[config.mk]
export PLATFORM = sky130hd
export DESIGN_NAME = fpa_mul
export DESIGN_NICKNAME = d
export VERILOG_FILES = /design/src/design/fpa_pkg.sv /design/src/design/fpa_mul.sv
export SDC_FILE = /design/constraint.sdc
export NUM_CORES = 2
export LEC_CHECK = 0
export BUFFER_PORTS_ARGS = -buffer_cell sky130_fd_sc_hd__buf_2
export CAP_MARGIN = 30
export CORE_ASPECT_RATIO = 0.9
export CORE_UTILIZATION = 57
export DETAILED_ROUTE_END_ITERATION = 8
export GPL_ROUTABILITY_DRIVEN = 0
export PLACE_DENSITY = 0.74
export SYNTH_ARGS = -nofsm -noshare
export SYNTH_HDL_FRONTEND = slang
export SYNTH_SLANG_ARGS = --single-unit
[constraint.sdc]
create_clock -name clk -period 10.2 [get_ports clk]
set_input_delay 1.53 -clock clk [delete_from_list [all_inputs] [get_ports clk]]
set_output_delay 1.53 -clock clk [all_outputs]
set_load 0.1 [all_outputs]
[src/design/fpa_pkg.sv]
// Package for the fixed-point ALU: widths, command codes and the beat
// and pipeline payload types. No dependencies.
package fpa_pkg;

    localparam int FRAC_BITS = 8;
    localparam int DATA_W    = 32;
    localparam int NUM_W     = DATA_W + FRAC_BITS;
    // One quotient bit per divider stage
    localparam int DIV_STEPS = NUM_W;

    typedef enum logic [2:0] {
        CMD_ADD = 3'd0,
        CMD_SUB = 3'd1,
        CMD_MUL = 3'd2,
        CMD_DIV = 3'd3,
        CMD_MIN = 3'd4,
        CMD_MAX = 3'd5
    } cmd_t;

    typedef struct packed {
        logic [2:0]               command;
        logic signed [DATA_W-1:0] operand_a;
        logic signed [DATA_W-1:0] operand_b;
    } fpa_req_t;

    typedef struct packed {
        logic signed [DATA_W-1:0] result_raw;
        logic                     a_greater;
        logic                     a_less;
        logic                     a_equal;
        logic                     divide_by_zero;
    } fpa_rsp_t;

    // Divider stage state
    typedef struct packed {
        logic [DATA_W-1:0] rem;
        logic [NUM_W-1:0]  num;
        logic [DATA_W-1:0] quo;
        logic [DATA_W-1:0] den;
        logic              neg;
    } fpa_div_t;

    // Side information riding alongside the divider
    typedef struct packed {
        logic [2:0]        command;
        logic [DATA_W-1:0] simple;
        logic [DATA_W-1:0] mul;
        logic              a_greater;
        logic              a_less;
        logic              a_equal;
        logic              dz;
    } fpa_side_t;

endpackage

[src/design/fpa_mul.sv]
// Multiplier of the fixed-point ALU: registered magnitude product, then
// sign fix and arithmetic shift. Uses fpa_pkg.
module fpa_mul
    import fpa_pkg::*;
(
    input  logic              clk,
    input  logic [DATA_W-1:0] mag_a,
    input  logic [DATA_W-1:0] mag_b,
    input  logic              neg,
    output logic [DATA_W-1:0] product
);

    logic [2*DATA_W-1:0]        prod_reg;
    logic                       neg_reg;
    logic signed [2*DATA_W-1:0] signed_prod;
    logic signed [2*DATA_W-1:0] shifted;

    // Unsigned magnitude product
    always_ff @(posedge clk)
    begin
        prod_reg <= mag_a * mag_b;
        neg_reg  <= neg;
    end

    // Apply sign, scale back by the fraction width
    always_comb
    begin
        signed_prod = neg_reg ? -$signed(prod_reg) : $signed(prod_reg);
        shifted     = signed_prod >>> FRAC_BITS;
        product     = shifted[DATA_W-1:0];
    end

endmodule

==> out/summary.txt <==
RSZ-0062 raised after global routing: no
Starting Density: 57.8%
Max-cap violations: 0
Syn avg cell area: 8.97 um^2
Synth Warn #: 0
Most used cell along the critical path: fa_1
Async SR Flop Fraction: 0%
Filler cell count: 3505
H-tree levels: 2
# DRC: 0
Worst path bufs/invs: 6
Most frequent cells in the layout: inv_1, fa_1, nand2_1, and2_1, ha_1
Slew headroom: 45.2%
Number of global-route vias before repair: 19.1k
Final period utilization: 85.9%
Largest stage delay, worst path: 0.57 ns
Post-Syn Nets: 3526
Total CTS buffers: 5
Achievable frequency: 114 MHz
Largest net degree at the start of global routing: 33
Post-layout minimum cycle time: 8.76 ns
Io pins: 98
First-pass GRT wire length: 101000 um
Die height: 197 um
Worst Tran Pin Value: 0.811 ns
Final HPWL DP: 50800 um
EDFF count, synth: 0
Final setup violation count: 0
Critical path fanouts, max: 32
Hold Path Depth: 1
PortBufs: 97
Post-synthesis register bit count: 41
CTS Sinks: 41
Vias per std cell: 5.51
Synthesized area: 24100 um^2
CTS Root Cell: clkbuf_16
Hold Vio Cnt, Final: 0
Top_reg_cell synth: dfxtp_1
Largest cells by area after synthesis: fa_1, inv_1, and2_1
Outcome: completed
Hold path start: neg
Nets: 3487
Critical Path Start Type: input port
CP delay by family, top: adder cells
Worst-path cell chain: buf_2, nand2_1, fa_1, inv_1, fa_1, inv_1, fa_1, fa_1, inv_1, fa_1, fa_1, inv_1, fa_1, fa_1, inv_1, ha_1, a21oi_1, o21ai_0, o31ai_1, nand2b_1, o2111ai_1, a31oi_1, a221oi_1, xnor2_1
DIE WIDTH: 219 um
Rows: 71
Most common cell after layout, fill and taps aside: inv_1
CTS tree: done
Total global-route track usage: 30.6%
Crit path max-delay cell type: fa_1
Total die area: 43200 um^2
Area grow syn2layout: 3.43%
Clock transition at path regs: 0.06 ns
Antenna Violating Nets Remaining: 0
Worst EP arrival: 8.93 ns
Register area: 821 um^2
Setup TNS: 0 ns
Hold WC Path Type: in2reg
Layout cells sized above 1: 4.26%
Number of setup buffers added after CTS: 0
Grt ovf: 0
DR pass1 iterations: 8
Max reg flops: 40
Register area share after synthesis: 3.40%
Count of cell types in the netlist: 54
Final slew viol count: 0
Crit end category: flop
Hold_buf cts: 0
DR vias: 17.6k
Hold EP: neg_reg
Routed WL per cell: 19.4 um
Cts repair resizes: 0
CP Data Required Time: 10.37 ns
Top-area cell type share of the netlist area: 51.8%
Multi-input gate area: 20400 um^2
Core area: 41800 um^2
Post-synth top area cell: fa_1
DR iter-0 viols: 1371
Mapped Cells: 2692
Antenna violations before repair: 0
Kind of critical path: in2reg
Maximum buffer depth of the clock tree: 2
Routed WL: 62100 um
[synth_stat cells, types with 8 or more instances]
master,number
clkbuf_1,142
o31ai_1,8
or3_1,8
nor3_1,10
nand2_1,429
inv_1,632
ha_1,144
o21a_1,8
xor2_1,16
a21oi_1,38
o21ai_0,33
fa_1,624
nor2_1,21
xnor2_1,92
dfxtp_1,41
nand3_1,10
and2_1,352
[stage by stage]
stage | hold WS, ns | instances | instance area [um^2] | setup WS, ns | util, %
4_1_cts | 1.32 | 3200 | 24900 | 1.54 | 59.7
3_3_place_gp | 1.63 | 3192 | 24800 | 1.29 | 59.3
6_report | 1.33 | 3202 | 25000 | 1.44 | 59.8
3_5_place_dp | 1.63 | 3192 | 24800 | 1.24 | 59.3
5_1_grt | 1.32 | 3201 | 25000 | 1.11 | 59.8
2_1_floorplan | 1.56 | 2692 | 24100 | 1.75 | -
[cells by family after synthesis]
kind of cell	after synthesis	share of synthesized area, %
adder cells (fa/ha/maj)	768	59.2
flip-flops	41	3.40
AND/OR/NAND/NOR	863	17.7
XOR/XNOR	108	3.92
buffers and inverters	776	12.1
AO/OA/AOI/OAI	136	3.68
[metal layers]
| metal | vias up | track usage, % | share of wire, % | wire length [um] |
|---|---|---|---|---|
| li1 | 7646 | - | - | - |
| met1 | 9169 | 41.8 | 40 | 24800 |
| met2 | 724 | 49.9 | 49 | 30200 |
| met3 | 105 | 5.90 | 8.2 | 5110 |
| met4 | 0 | 8.95 | 3.2 | 1990 |
| met5 | - | 0 | 0 | 0 |
[how the worst max path moves through the flow]
stage                    from            to  slack [ns]  depth (start not counted)
detailed placement   mag_b[7]  prod_reg[39]        1.24                         23
CTS                  mag_b[8]  prod_reg[38]        1.54                         24
floorplan           mag_b[11]  prod_reg[38]        1.75                         25
finish               mag_b[8]  prod_reg[39]        1.44                         24
global placement     mag_b[8]  prod_reg[38]        1.29                         24
global route         mag_b[5]  prod_reg[39]        1.11                         24
[area by class of cell]
cell class / count / area share, %
tap: 547 / 2.74
multi-input combinational: 1875 / 81.7
clock buffer: 5 / 0.501
sequential: 41 / 3.29
inverter: 632 / 9.50
clock inverter: 3 / 0.175
antenna: 1 / 0.0100
timing repair buffer: 98 / 2.05
Power is left out: the tool's default activity adds up to more than one toggle a clock period on the data nets, which glitch-free logic cannot reach.
