**config.mk**
```make
export PLATFORM = sky130hd
export DESIGN_NAME = fpa_div_step
export DESIGN_NICKNAME = d
export VERILOG_FILES = /design/src/design/fpa_pkg.sv /design/src/design/fpa_div_step.sv
export SDC_FILE = /design/constraint.sdc
export NUM_CORES = 1
export LEC_CHECK = 0
export ABC_CLOCK_PERIOD_IN_PS = 6550
export BUFFER_PORTS_ARGS = -buffer_cell sky130_fd_sc_hd__buf_2
export CORE_AREA = 2 2 107 109
export CTS_BUF_LIST = sky130_fd_sc_hd__clkbuf_8
export CTS_CLUSTER_DIAMETER = 30
export DETAILED_ROUTE_END_ITERATION = 8
export DIE_AREA = 0 0 109 111
export PLACE_DENSITY = 0.84
export SYNTH_ARGS = -nofsm -noshare
export SYNTH_HDL_FRONTEND = slang
export SYNTH_SLANG_ARGS = --single-unit
export TNS_END_PERCENT = 5
```
**constraint.sdc**
```tcl
create_clock -name clk -period 6.55 [get_ports clk]
set_input_delay 1.31 -clock clk [delete_from_list [all_inputs] [get_ports clk]]
set_output_delay 1.31 -clock clk [all_outputs]
set_load 0.02 [all_outputs]
```
**src/design/fpa_pkg.sv**
```systemverilog
// Package for the fixed-point ALU: widths, command codes and the beat
// and pipeline payload types. No dependencies.
package fpa_pkg;

    localparam int FRAC_BITS = 8;
    localparam int DATA_W    = 32;
    localparam int NUM_W     = DATA_W + FRAC_BITS;
    // One quotient bit per divider stage
    localparam int DIV_STEPS = NUM_W;

    typedef enum logic [2:0] {
        CMD_ADD = 3'd0,
        CMD_SUB = 3'd1,
        CMD_MUL = 3'd2,
        CMD_DIV = 3'd3,
        CMD_MIN = 3'd4,
        CMD_MAX = 3'd5
    } cmd_t;

    typedef struct packed {
        logic [2:0]               command;
        logic signed [DATA_W-1:0] operand_a;
        logic signed [DATA_W-1:0] operand_b;
    } fpa_req_t;

    typedef struct packed {
        logic signed [DATA_W-1:0] result_raw;
        logic                     a_greater;
        logic                     a_less;
        logic                     a_equal;
        logic                     divide_by_zero;
    } fpa_rsp_t;

    // Divider stage state
    typedef struct packed {
        logic [DATA_W-1:0] rem;
        logic [NUM_W-1:0]  num;
        logic [DATA_W-1:0] quo;
        logic [DATA_W-1:0] den;
        logic              neg;
    } fpa_div_t;

    // Side information riding alongside the divider
    typedef struct packed {
        logic [2:0]        command;
        logic [DATA_W-1:0] simple;
        logic [DATA_W-1:0] mul;
        logic              a_greater;
        logic              a_less;
        logic              a_equal;
        logic              dz;
    } fpa_side_t;

endpackage

```
**src/design/fpa_div_step.sv**
```systemverilog
// One restoring-division stage of the fixed-point ALU: one quotient bit
// per stage, registered. Uses fpa_pkg.
module fpa_div_step
    import fpa_pkg::*;
(
    input  logic     clk,
    input  fpa_div_t d_in,
    output fpa_div_t d_out
);

    fpa_div_t          step_next;
    logic [DATA_W:0]   shifted;
    logic [DATA_W:0]   diff;
    logic              ge;

    // Shift in next dividend bit, trial subtract
    always_comb
    begin
        shifted   = {d_in.rem, d_in.num[NUM_W-1]};
        diff      = shifted - {1'b0, d_in.den};
        ge        = shifted >= {1'b0, d_in.den};
        step_next = d_in;
        step_next.rem = ge ? diff[DATA_W-1:0] : shifted[DATA_W-1:0];
        step_next.num = {d_in.num[NUM_W-2:0], 1'b0};
        step_next.quo = {d_in.quo[DATA_W-2:0], ge};
    end

    always_ff @(posedge clk)
    begin
        d_out <= step_next;
    end

endmodule

```
==> impl_metrics.json, run 1 <==
{
  "finalInstanceArea_sq_um": 6873,
  "die-area_sq_um": 12100,
  "critPathLaunchType": "input pin",
  "end_kind": "flop",
  "rows": 39,
  "drt_iter0_markers": 225,
  "status": "complete, no violations",
  "cts.sinks": 136,
  "cp.required_ns": 6.87,
  "drcViolationCount": 0,
  "antenna_left": 0,
  "wl_per_cell_um": 15.56,
  "reg.largest.list": "d_out (136)",
  "largest_reg_flops": 136,
  "synth_ff_type": "dfxtp_1",
  "synth-compound-area-share_pct": 14.46,
  "final_common_cell": "buf_2",
  "setup.worst_path.class": "in2reg",
  "overflow": 0,
  "yosys.area_share.simple_pct": 10.33,
  "yosys_warnings": 0,
  "synth_top_family_by_area": "compound AO/OA/AOI/OAI gates",
  "final-hold-violation-count": 0,
  "grt_pass1_vias": 4184,
  "leakagePower_nw": 3.531,
  "rsz0062_at_grt": "false",
  "place_area_sq_um": 6491,
  "h-tree-depth": 4,
  "syn_area_sq_um": 5061,
  "cts_setup_buffers": 0,
  "cp-startpoint": "d_in[24]",
  "synth-xor-area-share_pct": 4.499,
  "setup_viol": 0,
  "async_flop_share_pct": 0,
  "post-route-min-period_ns": 4.027,
  "antenna_found_initial": 4,
  "routed_wl_mm": 14.49,
  "syn_inst": 497,
  "die_w_um": 109,
  "worst_slew_pin_slew_ns": 0.8074,
  "grt_usage_pct": 23.05,
  "root_buffer": "clkbuf_8",
  "largest_register": "d_out",
  "clockBufferDepth": 2,
  "irDropWorstVdd_mv": 0.1896,
  "max_cap_violations": 0,
  "ys_seq_elements": 136,
  "io_pins": 275,
  "timing.setup.tns_ns": 0,
  "synth_mux_area_share_pct": 2.769,
  "area_delta_synth_final_pct": 35.80,
  "cts_hold_buf": 0,
  "p_per_area_nw_per_um2": 298.9,
  "avgSynthCellArea_sq_um": 10.18,
  "grt_pass1_wl_mm": 21.03,
  "cts_resized": 0,
  "fin_ws_ns": 2.523,
  "place_ws_ns": 2.177,
  "hpwlAfterDp_mm": 11.46,
  "hold_class": "in2reg",
  "via_per_inst": 4.772,
  "dr_total_vias": 4443,
  "layout_common_cells": "buf_2 (272), dfxtp_1 (136), a21oi_1 (54)",
  "start_util_pct": 45.69,
  "cts_buffers": 17,
  "ys_seq_area_share_pct": 53.79,
  "synthAdderAreaFrac_pct": 8.307,
  "worstPathArrival_ns": 4.35,
  "synth_cell_type_count": 50,
  "hold-worst-slack_ns": 0.9677,
  "synth_edf_count": 0,
  "first_pass_iters": 5,
  "final_core_util_pct": 62.05,
  "grt_start_max_net_pins": 35,
  "gp_routability_congestion": 0.8584,
  "endpoint": "d_out[109]$_DFF_P_",
  "port_buffers": 272,
  "synth_nets": 668,
  "tritoncts": "yes",
  "clk_pin_slew_ns": 0.08,
  "slew_headroom_pct": 46.04,
  "period_share_pct": 61.49,
  "coreArea_sq_um": 11080,
  "fmax_mhz": 248.3,
  "drive_gt1_share_pct": 40.56,
  "hp-start": "d_in[52]",
  "die_y_um": 111,
  "crit_path_max_fanout": 34,
  "fin_nets": 942,
  "final_max_slew_viol_count": 0
}
-- cell families after synthesis --
group	after synthesis
compound gates	120
other cells	1
mux	10
simple gates	107
xor+xnor	26
fa+ha+maj	33
flops	136
buf+inv	64
-- cell type report --
cell class | count | area [sq um]
clock inverter | 14 | 123.9
multi-input combinational | 297 | 2048
tap | 143 | 178.9
antenna | 4 | 10.01
clock buffer | 18 | 247.7
timing repair buffer | 273 | 1369
sequential | 136 | 2723
inverter | 46 | 172.7
fill | 935 | 4204
-- synth_stat cells (2+ instances only) --
cell,instances,area [sq um]
o21ai_1,4,20.02
a21o_1,8,60.06
nand2b_1,7,43.79
a31oi_1,2,12.51
xor2_1,10,87.58
buf_2,5,25.02
xnor2_1,16,140.1
nor2_1,37,138.9
o21bai_1,5,37.54
o211ai_1,2,15.01
nand3_1,8,40.04
buf_6,5,56.30
a211oi_1,3,22.52
o31ai_1,7,52.55
a2111oi_0,3,26.28
buf_4,2,15.01
a21oi_1,54,270.3
nand4b_1,2,17.52
and3_1,2,12.51
nor4b_1,2,17.52
dfxtp_1,136,2723
and2_1,3,18.77
nand4_1,8,50.05
o21a_1,6,45.04
nor2b_1,2,12.51
o21ai_0,17,85.08
mux2i_1,2,20.02
mux2_4,8,120.1
nor3_1,3,15.01
or2_2,2,12.51
ha_1,32,400.4
a31o_2,2,17.52
nand2_1,24,90.09
or3_1,2,12.51
clkbuf_1,6,22.52
inv_1,46,172.7
-- per-layer routing --
metal | up-vias | global-route usage [%] | wire, um
li1 | 2250 | - | -
met1 | 1996 | 25.66 | 5701
met2 | 175 | 38.59 | 7078
met3 | 22 | 9.994 | 1407
met4 | 0 | 8.376 | 301
met5 | - | 0 | 0
-- how the worst min path moves through the flow --
stage                         end  slack (ns)  depth (start not counted)
6_report        d_out[53]$_DFF_P_        0.97                          1
5_1_grt         d_out[72]$_DFF_P_        0.93                          1
4_1_cts         d_out[58]$_DFF_P_        0.94                          1
3_5_place_dp    d_out[77]$_DFF_P_        1.41                          1
3_3_place_gp   d_out[100]$_DFF_P_        1.41                          1
2_1_floorplan    d_out[0]$_DFF_P_        1.34                          0
-- critical path, stage by stage --
cell and delay (ns):
buf_2 0.08, inv_1 0.04, ha_1 0.42, and3_1 0.33, nand4_1 0.20, nor4b_1 0.45
a21o_1 0.22, o21a_2 0.50, buf_4 0.44, mux2_4 0.33
-- where the power goes --
group          switching [mW]  internal [mW]
combinational           0.292          0.189
clock                   0.336          0.313
sequential             0.0176          0.906
-- through the flow --
stage	power, mW	std cells
3_3_place_gp	1.415	895
5_1_grt	2.151	930
4_1_cts	2.066	927
3_5_place_dp	1.421	895
6_report	2.054	931
2_1_floorplan	1.261	497
(Power assumes the default switching activity.)
==> run 2, diff against run 1 <==
Settings changed: ABC_CLOCK_PERIOD_IN_PS 6550 to 3400, CORE_AREA 2 2 107 109 to default, CORE_ASPECT_RATIO from default to 0.8, CORE_UTILIZATION from default to 42, DIE_AREA 0 0 109 111 to default, PLACE_DENSITY 0.84 to 0.8.
Clock period 6.55 ns to 3.4 ns, I/O delays scaled along.
==> run 2 against run 1 <==
Sequential cell count did not move. First-iteration DRC count fell by 27%. Sequential power rose by 93%. Final cell count rose by 1.3%. Die area rose by 3.3%. Via count rose by 1.6%. Setup slack got worse by 2.1 ns. Sequential share of layout area fell by 0.66 points. Critical path depth rose by 2. Combinational power rose by 100%. Highest routed layer unchanged. Total power rose by 97%. Largest cell class unchanged. Global-route usage rose by 0.10 points. Critical endpoint is now d_out[135]$_DFF_P_.
==> impl_metrics.json, run 2 (synthesis results as in run 1) <==
{
  "place_ws_ns": 0.08470,
  "dr_total_vias": 4514,
  "start_util_pct": 43.61,
  "rows": 35,
  "min_to": "d_out[79]$_DFF_P_",
  "clockBufferDepth": 2,
  "area_delta_synth_final_pct": 38.10,
  "tritoncts": "yes",
  "final-hold-violation-count": 0,
  "cts_resized": 0,
  "grt_start_max_net_pins": 35,
  "grt_usage_pct": 23.15,
  "largest_reg_flops": 136,
  "io_pins": 275,
  "drcViolationCount": 0,
  "wl_per_cell_um": 15.52,
  "grt_pass1_vias": 4327,
  "cts.sinks": 136,
  "first_pass_iters": 5,
  "h-tree-depth": 4,
  "power.total_mw": 4.044,
  "p_per_area_nw_per_um2": 578.6,
  "antenna_left": 0,
  "irDropWorstVdd_mv": 0.2358,
  "via_per_inst": 4.787,
  "worstPathArrival_ns": 3.29,
  "timing.setup.tns_ns": 0,
  "die_y_um": 100.2,
  "post-route-min-period_ns": 2.944,
  "setup.worst_path.class": "in2reg",
  "port_buffers": 272,
  "cp.required_ns": 3.74,
  "layout_common_cells": "buf_2 (272), dfxtp_1 (136), a21oi_1 (54)",
  "hp-start": "d_in[78]",
  "final_core_util_pct": 60.23,
  "die-area_sq_um": 12500,
  "grt_pass1_wl_mm": 22.08,
  "largest_register": "d_out",
  "antenna_found_initial": 1,
  "cts_setup_buffers": 0,
  "dp_cells": 910,
  "cts_buffers": 17,
  "slew_headroom_pct": 62.16,
  "routed_wl_mm": 14.64,
  "gp_routability_congestion": 0.8766,
  "clk_pin_slew_ns": 0.10,
  "cts_hold_buf": 0,
  "end_kind": "flop",
  "hold-path-cell-count": 1,
  "max_cap_violations": 0,
  "final_max_slew_viol_count": 0,
  "rsz0062_at_grt": "false",
  "overflow": 0,
  "final_common_cell": "buf_2",
  "status": "complete, no violations",
  "hpwlAfterDp_mm": 11.62,
  "drive_gt1_share_pct": 41.56,
  "die_w_um": 124.7,
  "crit_path_max_fanout": 7,
  "leakagePower_nw": 3.593,
  "hold_class": "in2reg",
  "coreArea_sq_um": 11600,
  "worst_slew_pin_slew_ns": 0.5533,
  "fin_nets": 952,
  "fin_cells": 943,
  "period_share_pct": 86.59,
  "fin_ws_ns": 0.4561,
  "setup_viol": 0,
  "critPathLaunchType": "input pin",
  "drt_iter0_markers": 164,
  "root_buffer": "clkbuf_8",
  "fmax_mhz": 339.7,
  "reg.largest.list": "d_out (136)"
}
[run 2: cell types whose count changed in the layout (fill, tap and decap cells not counted), sizes merged]
cell      change
clkinvlp      -1
clkinv        -1
inv           +4
diode         -3
clkbuf        -1
bufinv        -1
buf          +10
[run 2: cell type report]
| type | count | area [sq um] |
|---|---|---|
| Multi-Input combinational cell | 297 | 2048 |
| Timing Repair Buffer | 283 | 1469 |
| Clock buffer | 17 | 234.0 |
| Inverter | 46 | 172.7 |
| Clock inverter | 15 | 155.1 |
| Fill cell | 988 | 4616 |
| Tap cell | 148 | 185.2 |
| Sequential cell | 136 | 2723 |
| Antenna cell | 1 | 2.502 |
[run 2: per-stage QoR]
step	hold slack, ns	cell area (sq um)
after floorplan	0.7077	5061
after global placement	0.7821	6598
after detailed placement	0.7836	6598
after CTS	0.3058	6987
after global routing	0.2905	6987
final	0.3198	6989
[run 2: worst max-delay path by stage]
stage | start | endpoint | slack [ns] | cells after the start
after global routing | d_in[3] | d_out[136]$_DFF_P_ | 0.26 | 11
after CTS | d_in[104] | d_out[135]$_DFF_P_ | 0.49 | 12
final | d_in[104] | d_out[135]$_DFF_P_ | 0.46 | 12
after floorplan | d_in[24] | d_out[109]$_DFF_P_ | 0.49 | 11
after global placement | d_in[1] | d_out[135]$_DFF_P_ | 0.14 | 11
after detailed placement | d_in[104] | d_out[129]$_DFF_P_ | 0.08 | 12
[run 2: worst max-delay path: stages]
cell and delay (ns):
buf_2 0.09, inv_1 0.04, ha_1 0.20, fa_1 0.41
nor2b_1 0.17, o2111ai_1 0.18, a21oi_1 0.30, o31ai_1 0.18
a21oi_2 0.41, a211oi_1 0.18, xnor2_1 0.17, mux2_4 0.26
[run 2: routing by layer]
layer  vias to the layer above  wire [um]  global-route usage (%)
li1                       2266          -                       -
met1                      2043       6442                   28.45
met2                       185       6967                   38.67
met3                        20        983                   7.090
met4                         0        243                   8.063
met5                         -          0                       0
[run 2: report_power, final]
part,internal (mW),switching [mW]
logic,0.387,0.574
clock network,0.554,0.750
registers,1.75,0.0335
total,2.69,1.36
==> run 3, diff against run 2 <==
Settings changed: ABC_AREA from default to 1, CORE_UTILIZATION 42 to 44.
==> run 3 against run 2 <==
Utilization increased by 0.15 points. Wire length rose by 15%. Non-clock buffer count is 9 lower. Final cell count up 34%. Die area is 12% higher. Maximum frequency rose by 25%. Sequential cell count is the same. Clock power grew 8%. Setup slack better by 0.58 ns. Via count increased by 27%. Combinational power increased by 0.7%. Synthesized cell count is 59% higher. Critical endpoint is now d_out[122]$_DFF_P_.
==> impl_metrics.json, run 3 <==
{
  "hold_class": "in2reg",
  "cts_setup_buffers": 0,
  "die_y_um": 105.8,
  "ys_seq_area_share_pct": 45.93,
  "clockBufferDepth": 2,
  "routed_wl_mm": 16.81,
  "final_common_cell": "nand2_1",
  "synth_ff_type": "dfxtp_1",
  "diodes": 0,
  "cts.sinks": 136,
  "hpwlAfterDp_mm": 13.42,
  "multi_input_area_sq_um": 2546,
  "syn_area_sq_um": 5928,
  "critPathTopFamily": "simple AND/OR/NAND/NOR gates",
  "largest_register": "d_out",
  "synthTopCellsByArea": "dfxtp_1 (46%), nand2_1 (17%), inv_1 (9.4%)",
  "clk_pin_slew_ns": 0.09,
  "synth_cell_type_count": 31,
  "largest_reg_flops": 136,
  "cp.required_ns": 3.74,
  "path_buf_inv": 2,
  "async_flop_share_pct": 0,
  "leakagePower_nw": 4.600,
  "cpMaxStageDelayCell": "nor2_4",
  "post-route-min-period_ns": 2.364,
  "grt_pass1_vias": 5368,
  "timing.setup.tns_ns": 0,
  "hold-worst-slack_ns": 0.3250,
  "setup_viol": 0,
  "drt_iter0_markers": 278,
  "reg.largest.list": "d_out (136)",
  "yosys_warnings": 0,
  "root_buffer": "clkbuf_8",
  "start_util_pct": 45.57,
  "dr_total_vias": 5711,
  "setup.worst_path.class": "in2reg",
  "gp_routability_congestion": 0.9142,
  "antenna_found_initial": 1,
  "end_kind": "flop",
  "yosysMostFrequentCell": "nand2_1",
  "wl_per_cell_um": 13.34,
  "drcViolationCount": 0,
  "ys_seq_elements": 136,
  "crit_chain": "buf_2 -> inv_1 -> ha_1 -> nand2_1 -> nor2_2 -> nand2_1 -> nor2_2 -> nand2_1 -> nand3_1 -> nor2_4 -> nand2_8 -> nand3_2 -> nand2_1",
  "fin_nets": 1243,
  "slew_headroom_pct": 64.14,
  "max_stage_delay_ns": 0.44,
  "cts_resized": 0,
  "final-hold-violation-count": 0,
  "rows": 37,
  "worstPathArrival_ns": 2.70,
  "synth_nets": 961,
  "yosysTopAreaCell": "dfxtp_1",
  "drive_gt1_share_pct": 31.24,
  "grt_usage_pct": 24.70,
  "area_delta_synth_final_pct": 32.48,
  "cts_hold_buf": 0,
  "coreArea_sq_um": 13010,
  "die-area_sq_um": 13940,
  "final_core_util_pct": 60.37,
  "fillCellCount": 1271,
  "status": "complete, no violations",
  "worst_slew_pin_slew_ns": 0.5366,
  "tritoncts": "yes",
  "antenna_left": 0,
  "synthTopCellsByCount": "nand2_1 (276), inv_1 (149), dfxtp_1 (136)",
  "avgSynthCellArea_sq_um": 7.504,
  "fmax_mhz": 423.1,
  "max_cap_violations": 0,
  "io_pins": 275,
  "crit_top_cell": "nand2_1",
  "irDropWorstVdd_mv": 0.3205,
  "first_pass_iters": 5,
  "overflow": 0,
  "p_per_area_nw_per_um2": 525.9,
  "grt_start_max_net_pins": 36,
  "rsz0062_at_grt": "false",
  "h-tree-depth": 4,
  "port_buffers": 272,
  "final_max_slew_viol_count": 0,
  "grt_pass1_wl_mm": 26.65,
  "yosysTopAreaCellShare_pct": 45.93,
  "period_share_pct": 69.52,
  "cts_buffers": 17,
  "power.total_mw": 4.130,
  "syn_inst": 790,
  "layout_common_cells": "nand2_1 (276), buf_2 (272), inv_1 (149)",
  "seq_area_sq_um": 2723,
  "via_per_inst": 4.533,
  "synth_edf_count": 0,
  "die_w_um": 131.8,
  "crit_path_max_fanout": 35,
  "critPathLaunchType": "input pin"
}
## run 3: cell types whose count changed after synthesis, moves of 15 or more
cell | before | now
inv_1 | 46 | 149
o21ai_0 | 17 | 2
nand3_2 | 0 | 16
nand2_1 | 24 | 276
nand3_1 | 8 | 52
a21oi_1 | 54 | 21
xnor2_1 | 16 | 1
## run 3: worst paths after layout
kind | start | end | slack (ns) | cells past startpoint
worst max-delay path | d_in[19] | d_out[122]$_DFF_P_ | 1.04 | 13
worst min-delay path | d_in[95] | d_out[96]$_DFF_P_ | 0.32 | 1
## run 3: layer usage
metal	up-vias	global-route usage, %	part of all wire, %
met5	-	0	0.089
met4	2	6.645	0.95
met3	18	7.023	7.0
li1	2948	-	-
met2	211	41.76	46
met1	2532	30.70	46
## run 3: metrics by stage
step / cells / worst slack, ns / cell area (sq um)
4_1_cts: 1260 / 1.075 / 7854
3_5_place_dp: 1228 / 0.5959 / 7435
6_report: 1260 / 1.036 / 7854
5_1_grt: 1260 / 0.9167 / 7854
3_3_place_gp: 1228 / 0.5942 / 7435
2_1_floorplan: 790 / 1.265 / 5928
## run 3: area by class of cell
| class | instances | share of cell area (%) |
|---|---|---|
| Clock buffer | 19 | 3.330 |
| Clock inverter | 13 | 2.007 |
| Inverter | 152 | 7.265 |
| Multi-Input combinational cell | 491 | 32.42 |
| Sequential cell | 136 | 34.67 |
| Tap cell | 175 | 2.788 |
| Timing Repair Buffer | 274 | 17.52 |
## run 3: cell families after synthesis
family | Yosys count | synth area share (%)
AOI/OAI and AO/OA | 24 | 2.068
xor gates and xnor gates | 14 | 2.068
adders and majority gates | 33 | 7.092
buffers and inverters | 163 | 11.12
DFF | 136 | 45.93
other | 1 | 0.06326
and+or+nand+nor | 419 | 31.66
## run 3: report_power, final
group	internal (mW)	total (mW)	switching [mW]	leakage (nW)
combinational	0.336	0.969	0.633	3.24
clock	0.712	1.40	0.685	0.210
sequential	1.73	1.76	0.0312	1.15
